File: src/psm_pkg.sv
package psm_pkg;

  localparam int WORD_W = 32;
  localparam int PC_W   = 11;
  localparam int IDX_W  = 9;
  localparam int KIND_W = 3;
  localparam int ERR_W  = 2;

  localparam logic [KIND_W-1:0] KIND_LIT = 3'd0;
  localparam logic [KIND_W-1:0] KIND_OPR = 3'd1;
  localparam logic [KIND_W-1:0] KIND_LOD = 3'd2;
  localparam logic [KIND_W-1:0] KIND_STO = 3'd3;
  localparam logic [KIND_W-1:0] KIND_CAL = 3'd4;
  localparam logic [KIND_W-1:0] KIND_INT = 3'd5;
  localparam logic [KIND_W-1:0] KIND_JMP = 3'd6;
  localparam logic [KIND_W-1:0] KIND_JPC = 3'd7;

  localparam logic [WORD_W-1:0] OPR_RET = 32'd0;
  localparam logic [WORD_W-1:0] OPR_NEG = 32'd1;
  localparam logic [WORD_W-1:0] OPR_ADD = 32'd2;
  localparam logic [WORD_W-1:0] OPR_SUB = 32'd3;
  localparam logic [WORD_W-1:0] OPR_MUL = 32'd4;
  localparam logic [WORD_W-1:0] OPR_DIV = 32'd5;
  localparam logic [WORD_W-1:0] OPR_ODD = 32'd6;
  localparam logic [WORD_W-1:0] OPR_EQ  = 32'd8;
  localparam logic [WORD_W-1:0] OPR_NE  = 32'd9;
  localparam logic [WORD_W-1:0] OPR_LT  = 32'd10;
  localparam logic [WORD_W-1:0] OPR_GE  = 32'd11;
  localparam logic [WORD_W-1:0] OPR_GT  = 32'd12;
  localparam logic [WORD_W-1:0] OPR_LE  = 32'd13;

  localparam logic [ERR_W-1:0] ERR_OK    = 2'd0;
  localparam logic [ERR_W-1:0] ERR_OPC   = 2'd1;
  localparam logic [ERR_W-1:0] ERR_DIV0  = 2'd2;
  localparam logic [ERR_W-1:0] ERR_RANGE = 2'd3;

  typedef logic [WORD_W-1:0] word_t;

  typedef struct packed {
    logic  start;
    word_t num;
    word_t den;
  } div_req_t;

endpackage

File: src/psm_div.sv
module psm_div (
  input  logic              clk,
  input  logic              rst,
  input  psm_pkg::div_req_t req,
  output logic              done,
  output psm_pkg::word_t    quo
);

  logic        busy;
  logic [4:0]  cnt;
  psm_pkg::word_t rem;
  psm_pkg::word_t den;
  logic [32:0] shifted;
  logic [32:0] diff;

  // One restoring step per cycle: shift in the next dividend bit, try the subtract.
  assign shifted = {rem, quo[31]};
  assign diff    = shifted - {1'b0, den};

  always_ff @(posedge clk) begin
    if (rst) begin
      busy <= 1'b0;
      done <= 1'b0;
      cnt  <= '0;
    end else begin
      done <= 1'b0;
      if (req.start) begin
        busy <= 1'b1;
        cnt  <= 5'd31;
      end else if (busy) begin
        cnt <= cnt - 5'd1;
        if (cnt == 5'd0) begin
          busy <= 1'b0;
          done <= 1'b1;
        end
      end
    end
  end

  always_ff @(posedge clk) begin
    if (req.start) begin
      rem <= '0;
      quo <= req.num;
      den <= req.den;
    end else if (busy) begin
      if (!diff[32]) begin
        rem <= diff[31:0];
        quo <= {quo[30:0], 1'b1};
      end else begin
        rem <= shifted[31:0];
        quo <= {quo[30:0], 1'b0};
      end
    end
  end

endmodule
File: config.mk
export PLATFORM = sky130hd
export DESIGN_NAME = psm_div
export DESIGN_NICKNAME = d
export VERILOG_FILES = /design/src/psm_pkg.sv /design/src/psm_div.sv
export SDC_FILE = /design/constraint.sdc
export NUM_CORES = 1
export LEC_CHECK = 0
export ABC_AREA = 1
export CAP_MARGIN = 20
export CORE_MARGIN = 2
export CORE_UTILIZATION = 64
export DETAILED_ROUTE_END_ITERATION = 8
export DONT_BUFFER_PORTS = 1
export PLACE_DENSITY = 0.8
export SETUP_SLACK_MARGIN = 0.15
export SYNTH_ARGS = -nofsm -noshare
export SYNTH_HDL_FRONTEND = slang
export SYNTH_SLANG_ARGS = --single-unit
File: constraint.sdc
create_clock -name clk -period 5.7 [get_ports clk]
set_input_delay 0.57 -clock clk [delete_from_list [all_inputs] [get_ports clk]]
set_output_delay 0.57 -clock clk [all_outputs]
set_load 0.02 [all_outputs]
==> run_results.csv, run 1 <==
group,metric,value,unit
worst_setup_path,critPathLaunch,"quo[31]$_DFFE_PP_",
outcome,status,"finished, final reports clean",
routing,drt-initial-drc-count,361,
logic_synthesis,synth_ff_type,"edfxtp_1",
worst_setup_path,crit_type,"reg -> reg",
routing,vias,5896,
clock_network,cts_tree,"done",
power_and_ir_drop,finalPower,1568,uW
logic_synthesis,postSynthCellCount,1030,
placed_design,placed_area,0.006929,mm2
logic_synthesis,yosysSeqAreaShare,39.53,%
floorplan,rows,37,
sta,slew_violations,0,
power_and_ir_drop,p_leak,0.003991,uW
routing,drt-vias-per-instance,5.052,
sta,rsz0062_at_grt,"false",
clock_network,hold_buffers,0,
floorplan,die_area,0.01153,mm2
sta,finalCritPeriodShare,53.40,%
logic_synthesis,synth-seq-cells,103,
floorplan,core_area,0.01037,mm2
finish,nNetsFinal,1128,
sta,fmax,0.3285,GHz
routing,first_pass_iters,5,
sta,fin_crit,3.044,ns
sta,postLayoutSetupSlackWorst,2.656,ns
routing,finalWirelength,14730,um
global_route,antenna_found_initial,0,
worst_setup_path,crit_end,"rem[15]$_SDFFE_PP0P_",
finish,area_growth,4.466,%
sta,setup_viol,0,
worst_setup_path,arrival,3.33,ns
floorplan,die_x,107.4,um
worst_setup_path,rr_worst_depth,17,
placed_design,hpwl,10970,um
worst_setup_path,worst_ep_required_time,5.99,ns
worst_setup_path,reg2reg_to,"rem[15]$_SDFFE_PP0P_",
floorplan,die_h,107.4,um
finish,fillCellCount,932,
logic_synthesis,synth_edf_count,64,
clock_network,clk_latency,0.40,ns
global_route,grt_max_degree,71,
clock_network,cts_sinks,103,
logic_synthesis,synthArstFlopShare,0,%
global_route,grt_usage,27.46,%
finish,n_antenna_cell,0,
worst_setup_path,worstPathMaxFanout,33,
worst_setup_path,cp-end-kind,"flip-flop",
placed_design,routabilityCongestion,0.9542,
floorplan,start_util,65.93,%
worst_setup_path,critPathLaunchType,"flip-flop",
logic_synthesis,syn_area_per_cell,6.637,um2
logic_synthesis,synth_fp_nets,1132,
placed_design,pre_cts_ws,2.683,ns
clock_network,cts_setup_buffers,0,
sta,skew,0.01321,ns
clock_network,cts_buffers,9,
finish,drive_gt1_share,3.298,%
global_route,grt_pass1_vias,5629,
run,cap_violations,0,
global_route,grt_pass1_wl,25100,um
sta,worst_pin_slew,0.8737,ns
clock_network,ctsLongestPathBuffers,2,
sta,hold_viol_final,0,
clock_network,cts_max_level,3,
routing,drc,0,
finish,fin_area,0.007142,mm2
placed_design,io_buffer_count,0,
sta,slew_headroom,41.39,%
floorplan,io_pins,100,
logic_synthesis,syn_area,0.006837,mm2
logic_synthesis,ys.warnings.count,0,
worst_hold_path,hold_class,"in -> reg",
routing,drtAntennaViolNets,0,
clock_network,cts_root_buf,"clkbuf_8",
global_route,globalRouteOverflowTotal,0,
routing,wl_per_cell,12.62,um
worst_setup_path,reg2reg_setup_slack,2.66,ns
worst_setup_path,r2r_start,"quo[31]$_DFFE_PP_",
clock_network,clkTransAtPathRegs,0.11,ns
logic_synthesis,yosys.cell_types.count,35,
power_and_ir_drop,irDropWorstVdd,0.2639,mV
power_and_ir_drop,p_per_area,219.6,mW/mm2
sta,fin_tns_setup,0,ns
clock_network,cts_resized,0,
[worst min path at each step]
stage,startpoint,to,slack [ns],depth (start not counted)
final,rst,cnt[3]$_SDFFE_PP0P_,0.22,1
after global routing,rst,cnt[4]$_SDFFE_PP0P_,0.20,1
after CTS,rst,cnt[3]$_SDFFE_PP0P_,0.21,1
after detailed placement,cnt[4]$_SDFFE_PP0P_,cnt[4]$_SDFFE_PP0P_,0.46,2
after global placement,cnt[4]$_SDFFE_PP0P_,cnt[4]$_SDFFE_PP0P_,0.46,2
after floorplan,cnt[4]$_SDFFE_PP0P_,cnt[4]$_SDFFE_PP0P_,0.44,2
[routing by layer]
metal	GRT usage, %	up-vias	share of wire (%)
met5	0	-	0
met2	45.03	156	46
met4	9.432	0	2.3
met3	7.990	27	6.2
met1	34.76	2611	45
li1	-	3102	-
[cell usage in the layout, fill, tap and decap left out, types with 13 or more instances in the layout]
master	synthesis	routed
nand2_1	468	468
inv_1	210	210
edfxtp_1	64	64
nand3_1	62	62
nor2_1	47	45
dfxtp_1	39	39
ha_1	34	34
a21oi_1	18	18
xnor2_1	13	13
[registers in the layout (all words and copies together), names as in the netlist]
signal  flops
busy        1
cnt         5
quo        32
rem        32
den        32
done        1
[final cells by class]
type	count	area, um2	share of cell area (%)
clock buffer	9	123.9	1.734
clock inverter	7	88.84	1.244
inverter	215	807.0	11.30
multi-input combinational	694	3227	45.18
sequential	103	2703	37.84
tap	136	170.2	2.383
timing repair buffer	3	22.52	0.3153
[kinds of logic (layout without fill, tap and decap cells)]
| group | count (synthesis) | in the layout | share of synthesized area, % |
|---|---|---|---|
| xor gates and xnor gates | 15 | 15 | 1.922 |
| DFF | 103 | 103 | 39.53 |
| and+or+nand+nor | 611 | 611 | 36.04 |
| AOI/OAI and AO/OA | 33 | 33 | 2.654 |
| buffers and inverters | 233 | 234 | 13.34 |
| adders and majority gates | 35 | 35 | 6.515 |
[synth_stat cells, drive strengths merged, types with 2 or more instances]
cell type | count | area [um2]
and2 | 6 | 37.54
nor4 | 2 | 12.51
inv | 214 | 803.3
dfxtp | 39 | 780.8
clkbuf | 13 | 48.80
nor3 | 6 | 35.03
a21oi | 18 | 90.09
nor2 | 48 | 182.7
xor2 | 2 | 17.52
edfxtp | 64 | 1922
a31oi | 2 | 12.51
nand3 | 63 | 320.3
or2 | 2 | 12.52
xnor2 | 13 | 113.9
o21ai | 8 | 40.04
ha | 34 | 425.4
nand4 | 9 | 56.30
nand2 | 473 | 1793
buf | 5 | 56.30
o21bai | 2 | 15.01
[power breakdown]
part	internal, uW	total [uW]	switching, uW
Combinational	56.5	171	115
Clock	214	493	279
Sequential	849	904	55.5
[metrics by stage]
stage	instances	util, %	hold WS (ns)
global route	1167	68.87	0.2041
global placement	1151	66.82	0.4564
floorplan	1030	-	0.4422
detailed placement	1151	66.82	0.4611
finish	1167	68.87	0.2209
CTS	1167	68.87	0.2110
[worst max-delay path, stage by stage, from the launching register on]
cell      delay (ns)
edfxtp_1        0.49
inv_1           0.11
ha_1            0.24
fa_1            0.41
inv_1           0.11
nand2_1         0.05
nand2_1         0.10
nand3_1         0.07
nand2_1         0.12
nand2_1         0.07
nand2_1         0.11
nand2_2         0.09
nand2_2         0.08
nand2_1         0.07
nand2_2         0.50
nand2_1         0.12
nand3_1         0.12
nand2_1         0.06
Power figures use the tool's default switching activity.
==> inputs of run 2 (changes only) <==
==> constraint.sdc (replaced) <==
create_clock -name clk -period 3.2 [get_ports clk]
set_input_delay 0.32 -clock clk [delete_from_list [all_inputs] [get_ports clk]]
set_output_delay 0.32 -clock clk [all_outputs]
set_load 0.02 [all_outputs]
==> run 2 against run 1 <==
Worst hold slack worse by 0.19 ns; sequential cell count unchanged; register-to-register slack worse by 2.1 ns; cell area up 4.7%; sequential share of layout area down 1.7 points; core utilization up 3.2 points; clock skew up 0.0091 ns.
==> run_results.csv, run 2 (synthesis gave the netlist of run 1 again) <==
group,metric,value,unit
power_and_ir_drop,p_per_area,379.5,mW/mm2
worst_setup_path,reg2reg_to,"rem[17]$_SDFFE_PP0P_",
routing,wl_per_cell,12.86,um
clock_network,clkTransAtPathRegs,0.10,ns
clock_network,clk_latency,0.40,ns
worst_setup_path,critPathLaunch,"quo[31]$_DFFE_PP_",
floorplan,start_util,65.93,%
worst_setup_path,rr_worst_depth,18,
finish,drive_gt1_share,3.293,%
power_and_ir_drop,p_int,2019,uW
global_route,grt_max_degree,71,
floorplan,die_area,0.01153,mm2
global_route,grt_usage,27.67,%
run,cap_violations,0,
worst_setup_path,crit_chain,"inv_1, ha_1, fa_1, inv_1, nand2_1, nand2_1, nand3_1, nand2_1, nand2_1, nand2_1, nand2_2, nand2_2, nand2_1, nand2_2, buf_12, nand2_1, nand3_1, nand2_1",
finish,layoutNonFillerInstCount,1199,
routing,first_pass_iters,5,
routing,drt-initial-drc-count,362,
finish,most-common-layout-cells,"nand2_1 (468), inv_1 (210), edfxtp_1 (64)",
worst_setup_path,r2r_start,"quo[31]$_DFFE_PP_",
sta,rsz0062_at_grt,"false",
finish,fillCellCount,899,
sta,fin_tns_setup,0,ns
worst_hold_path,min-delay-start,"req[16]",
finish,nNetsFinal,1160,
worst_hold_path,hold_class,"in -> reg",
global_route,antenna_found_initial,0,
worst_setup_path,crit_path_top_delay_cell,"edfxtp_1",
sta,setup_viol,0,
finish,area_growth,9.389,%
clock_network,ctsLongestPathBuffers,2,
placed_design,routabilityCongestion,0.9694,
placed_design,place_inst,1152,
worst_setup_path,critPathLaunchType,"flip-flop",
finish,top_regs,"den (32), quo (32), rem (32)",
clock_network,cts_buffers,9,
sta,slew_violations,0,
worst_setup_path,max_stage_delay,0.49,ns
global_route,grt_pass1_vias,5665,
routing,drt-vias-per-instance,5.071,
routing,drtAntennaViolNets,0,
floorplan,core_area,0.01037,mm2
sta,finalCritPeriodShare,83.35,%
finish,n_antenna_cell,0,
sta,hold_ws,0.02881,ns
placed_design,hpwl,11280,um
power_and_ir_drop,comb_power_share,11.8,%
floorplan,die_x,107.4,um
finish,final_common_cell,"nand2_1",
sta,worst_pin_slew,0.8794,ns
sta,fin_crit,2.667,ns
power_and_ir_drop,irDropWorstVdd,0.4200,mV
placed_design,io_buffer_count,0,
worst_setup_path,worstPathMaxFanout,33,
floorplan,rows,37,
worst_hold_path,whs_path_depth,0,
worst_setup_path,cp-end-kind,"flip-flop",
worst_setup_path,crit_path_frequent_cell,"nand2_1",
outcome,status,"finished, final reports clean",
clock_network,cts_root_buf,"clkbuf_8",
worst_setup_path,crit_type,"reg -> reg",
power_and_ir_drop,pwr-share-clk,31.4,%
clock_network,cts_tree,"done",
sta,hold_viol_final,0,
worst_setup_path,arrival,2.95,ns
power_and_ir_drop,switching_share,28.84,%
routing,vias,6080,
clock_network,cts_max_level,3,
power_and_ir_drop,p_seq_share,56.8,%
finish,final_util,72.12,%
worst_hold_path,hold_end,"den[16]$_DFFE_PP_",
routing,finalWirelength,15420,um
power_and_ir_drop,switching_power,818.6,uW
global_route,grt_pass1_wl,25470,um
floorplan,io_pins,100,
sta,slew_headroom,41.01,%
worst_setup_path,reg2reg_setup_slack,0.53,ns
routing,drc,0,
sta,fmax,0.3749,GHz
floorplan,die_h,107.4,um
clock_network,cts_sinks,103,
global_route,globalRouteOverflowTotal,0,
worst_setup_path,worst_ep_required_time,3.48,ns
power_and_ir_drop,p_leak,0.004133,uW
sta,skew,0.02228,ns
-- run 2: worst max-delay path by stage --
stage	slack, ns	to	cells after the start
2_1_floorplan	0.77	quo[0]$_DFFE_PP_	16
3_3_place_gp	0.57	rem[4]$_SDFFE_PP0P_	17
3_5_place_dp	0.45	rem[6]$_SDFFE_PP0P_	17
4_1_cts	0.42	rem[16]$_SDFFE_PP0P_	17
5_1_grt	0.24	rem[19]$_SDFFE_PP0P_	18
6_report	0.53	rem[17]$_SDFFE_PP0P_	18
-- run 2: metrics by stage --
| stage | power (uW) | setup slack (ns) | cell area [um2] |
|---|---|---|---|
| 4_1_cts | 2836 | 0.4183 | 7279 |
| 2_1_floorplan | 1871 | 0.7662 | 6837 |
| 6_report | 2838 | 0.5329 | 7478 |
| 3_3_place_gp | 1941 | 0.5704 | 6949 |
| 5_1_grt | 2963 | 0.2415 | 7478 |
| 3_5_place_dp | 1943 | 0.4543 | 6949 |
-- run 2: layout make-up --
| type | count | area [um2] | area share, % |
|---|---|---|---|
| repair buffers | 35 | 352.8 | 4.718 |
| multi-input cells | 694 | 3236 | 43.27 |
| clock inverters | 7 | 86.33 | 1.154 |
| flip-flops and latches | 103 | 2703 | 36.14 |
| well taps | 136 | 170.2 | 2.275 |
| clock buffers | 9 | 123.9 | 1.656 |
| inverters | 215 | 807.0 | 10.79 |
-- run 2: power groups by stage --
stage | combinational, uW | clock [uW] | sequential [uW]
global route | 382 | 959 | 1620
global placement | 300 | 0 | 1640
CTS | 315 | 909 | 1610
detailed placement | 302 | 0 | 1640
floorplan | 243 | 0 | 1630
finish | 336 | 890 | 1610
-- run 2: repair_timing --
action,CTS,global route
endpoints found under the hold margin,14,19
buffers inserted,0,0
hold buffers,12,19
gates resized for setup,0,1
setup endpoints to repair,0,1
-- run 2: routing by layer --
layer | global-route usage [%] | vias to the layer above | share of wire [%]
li1 | - | 3162 | -
met1 | 35.45 | 2715 | 45
met2 | 46.16 | 176 | 47
met3 | 7.203 | 27 | 6.5
met4 | 8.242 | 0 | 2.0
met5 | 0 | - | 0
-- run 2: critical path: cells and delay by family (launching register included) --
| family | cells | cell delay, ns |
|---|---|---|
| fa+ha+maj | 2 | 0.64 |
| buf+inv | 3 | 0.40 |
| flops | 1 | 0.49 |
| simple gates | 13 | 1.02 |
==> inputs of run 3 (changes only) <==
--- a/config.mk
+++ b/config.mk
@@ -5,7 +5,7 @@
 export SDC_FILE = /design/constraint.sdc
 export NUM_CORES = 1
 export LEC_CHECK = 0
-export ABC_AREA = 1
+export ABC_AREA = 0
 export CAP_MARGIN = 20
 export CORE_MARGIN = 2
 export CORE_UTILIZATION = 64
==> constraint.sdc (replaced) <==
create_clock -name clk -period 2.8 [get_ports clk]
set_input_delay 0.28 -clock clk [delete_from_list [all_inputs] [get_ports clk]]
set_output_delay 0.28 -clock clk [all_outputs]
set_load 0.02 [all_outputs]
==> run 3 against run 2 <==
The flow now finishes with violations (negative hold slack, negative setup slack); clock power down 2%; global-route usage is 0.41 points lower; cell count shrank 38%; die area down 14%; cell area shrank 5.8%; worst hold slack lost 0.063 ns; synthesized cell count fell by 45%; count of clock-buffer cells in the layout did not move; non-clock buffer count rose by 42; first-iteration DRC count is 3.9% lower; largest power group unchanged; highest routed layer unchanged.
==> run_results.csv, run 3 <==
group,metric,value,unit
sta,hold_ws,-0.03373,ns
floorplan,start_util,66.36,%
sta,rsz0062_at_grt,"true",
clock_network,ctsLongestPathBuffers,2,
clock_network,cts_buffers,9,
finish,fin_area,0.007044,mm2
logic_synthesis,postSynthCellCount,563,
sta,postLayoutSetupSlackWorst,-0.1434,ns
sta,finalCritPeriodShare,105.1,%
placed_design,io_buffer_count,0,
logic_synthesis,synth_ff_type,"edfxtp_1",
power_and_ir_drop,irDropWorstVdd,0.3212,mV
clock_network,cts_root_buf,"clkbuf_8",
sta,hold_viol_final,9,
sta,slew_headroom,65.30,%
clock_network,clkTransAtPathRegs,0.11,ns
logic_synthesis,syn_area_per_cell,10.33,um2
logic_synthesis,synth_fp_nets,665,
global_route,busiest_layer,"met2",
placed_design,placed_area,0.006096,mm2
logic_synthesis,synth_most_common_cell,"edfxtp_1",
finish,n_antenna_cell,0,
clock_network,hold_buffers,33,
worst_setup_path,critPathLaunchType,"flip-flop",
outcome,status,"finished with violations",
global_route,use_met3,5.130,%
routing,drt-initial-drc-count,348,
finish,nNetsFinal,730,
clock_network,cts_max_level,3,
worst_setup_path,worst_ep_required_time,3.05,ns
worst_setup_path,cp-end-kind,"flip-flop",
clock_network,cts_sinks,103,
floorplan,die_x,99.33,um
run,cap_violations,0,
floorplan,core_area,0.008763,mm2
sta,slew_violations,0,
finish,final_util,80.38,%
finish,final_common_cell,"edfxtp_1",
worst_hold_path,hold_class,"in -> reg",
sta,fin_crit,2.943,ns
logic_synthesis,yosys-top-cells-count,"edfxtp_1 (64), nand2_1 (63), nor2_1 (48), inv_1 (44), dfxtp_1 (39)",
worst_setup_path,worstPathMaxFanout,6,
worst_setup_path,crit_type,"reg -> reg",
global_route,grt_pass1_wl,21620,um
logic_synthesis,synth.area.top_cells,"edfxtp_1 (33%), dfxtp_1 (13%), ha_1 (7.3%)",
logic_synthesis,yosysSeqAreaShare,46.47,%
floorplan,die_h,99.33,um
power_and_ir_drop,p_per_area,508.7,mW/mm2
logic_synthesis,synthArstFlopShare,0,%
global_route,globalRouteOverflowTotal,0,
routing,drt-vias-per-instance,6.335,
logic_synthesis,syn_area,0.005816,mm2
clock_network,cts_tree,"done",
routing,drtAntennaViolNets,0,
global_route,grt_usage,27.26,%
worst_setup_path,critPathLaunch,"quo[31]$_DFFE_PP_",
global_route,met1_usage,33.55,%
worst_setup_path,r2r_start,"quo[31]$_DFFE_PP_",
sta,fin_tns_setup,-2.784,ns
floorplan,die_area,0.009865,mm2
outcome,violations,"negative hold slack, negative setup slack",
logic_synthesis,ys.warnings.count,0,
routing,drc,0,
logic_synthesis,synth_top_area_share,33.05,%
global_route,grt_max_degree,91,
global_route,grt_pass1_vias,4568,
finish,top_regs,"den (32), quo (32), rem (32)",
sta,worst_pin_slew,0.5204,ns
floorplan,rows,34,
global_route,grt.met2_usage,47.97,%
power_and_ir_drop,p_leak,0.002846,uW
routing,vias,4694,
placed_design,routabilityCongestion,0.9122,
finish,fillCellCount,521,
sta,setup_viol,28,
worst_hold_path,min-delay-start,"req[64]",
logic_synthesis,yosys.cell_types.count,56,
floorplan,io_pins,100,
logic_synthesis,synth_edf_count,64,
sta,fmax,0.3397,GHz
finish,drive_gt1_share,22.91,%
global_route,antenna_found_initial,0,
sta,skew,0.01244,ns
placed_design,hpwl,8741,um
routing,wl_per_cell,19.43,um
finish,most-common-layout-cells,"edfxtp_1 (64), nand2_1 (51), nor2_1 (48)",
logic_synthesis,yosysTopAreaCell,"edfxtp_1",
routing,first_pass_iters,6,
logic_synthesis,synth-seq-cells,103,
clock_network,clk_latency,0.38,ns
worst_setup_path,arrival,3.19,ns
routing,finalWirelength,14400,um
finish,area_growth,21.13,%
==> run 3: changes by cell type after synthesis, sizes merged, moves of 6 or more <==
cell,before,now
nand2,473,63
inv,214,44
nand3,63,6
mux2,0,31
o21ai,8,29
a21oi,18,35
a311oi,0,15
xor2,2,14
mux2i,0,9
a21o,1,9
xnor2,13,21
nand2b,0,7
a32oi,0,6
and2,6,0
==> run 3: final timing paths <==
| check | to | slack (ns) | depth (start not counted) |
|---|---|---|---|
| min | rem[21]$_SDFFE_PP0P_ | -0.03 | 1 |
| min reg2reg | rem[8]$_SDFFE_PP0P_ | 0.48 | 2 |
| max | rem[2]$_SDFFE_PP0P_ | -0.14 | 14 |
| max reg2reg | rem[2]$_SDFFE_PP0P_ | -0.14 | 14 |
==> run 3: final cells by class <==
cell class,instances,area (um2),share of cell area [%]
Multi-Input combinational cell,393,3102,44.03
Sequential cell,103,2704,38.38
Timing Repair Buffer,77,759.5,10.78
Inverter,44,165.2,2.345
Tap cell,108,135.1,1.918
Clock buffer,9,123.9,1.758
Clock inverter,7,55.05,0.7815
==> run 3: per-layer routing <==
| metal | vias to the layer above | wire length [um] |
|---|---|---|
| li1 | 2160 | - |
| met1 | 2229 | 5533 |
| met2 | 251 | 7482 |
| met3 | 54 | 984 |
| met4 | 0 | 399 |
| met5 | - | 0 |
==> run 3: stage by stage <==
stage	worst slack [ns]	power [uW]	hold slack, ns	std cells
final	-0.1434	3583	-0.03373	741
after global routing	-0.2578	3738	-0.05884	741
after CTS	-0.03543	3481	-0.04451	729
after detailed placement	-0.1602	2569	0.3559	675
after global placement	-0.05759	2540	0.3535	675
after floorplan	-0.1220	2411	0.3524	563
==> run 3: cell families after synthesis <==
family / share of synthesized area (%)
compound gates: 17.51
simple gates: 10.69
fa+ha+maj: 7.659
flops: 46.47
buf+inv: 4.583
mux: 7.552
xor+xnor: 5.529
==> run 3: worst max-delay path: stages, from the launching register on <==
cell and delay, ns:
edfxtp_1 0.42, inv_2 0.10, ha_4 0.14, fa_2 0.23, nor2b_4 0.06, o31ai_4 0.19, nand3_1 0.12, a21o_1 0.22
o31a_4 0.30, a31oi_4 0.15, buf_12 0.15, xnor2_4 0.20, clkbuf_16 0.26, mux2i_1 0.20, o21ai_1 0.08
==> run 3: power by group <==
part	switching (uW)	internal, uW
sequential	139	1750
combinational	444	379
clock	537	333
total	1120	2460
==> run 3: timing repair <==
item	CTS	global route
resized for setup	29	44
pin swaps	6	23
cloned	0	3
hold endpoints to repair	53	17
setup buffers	5	9
setup endpoints to repair	33	33
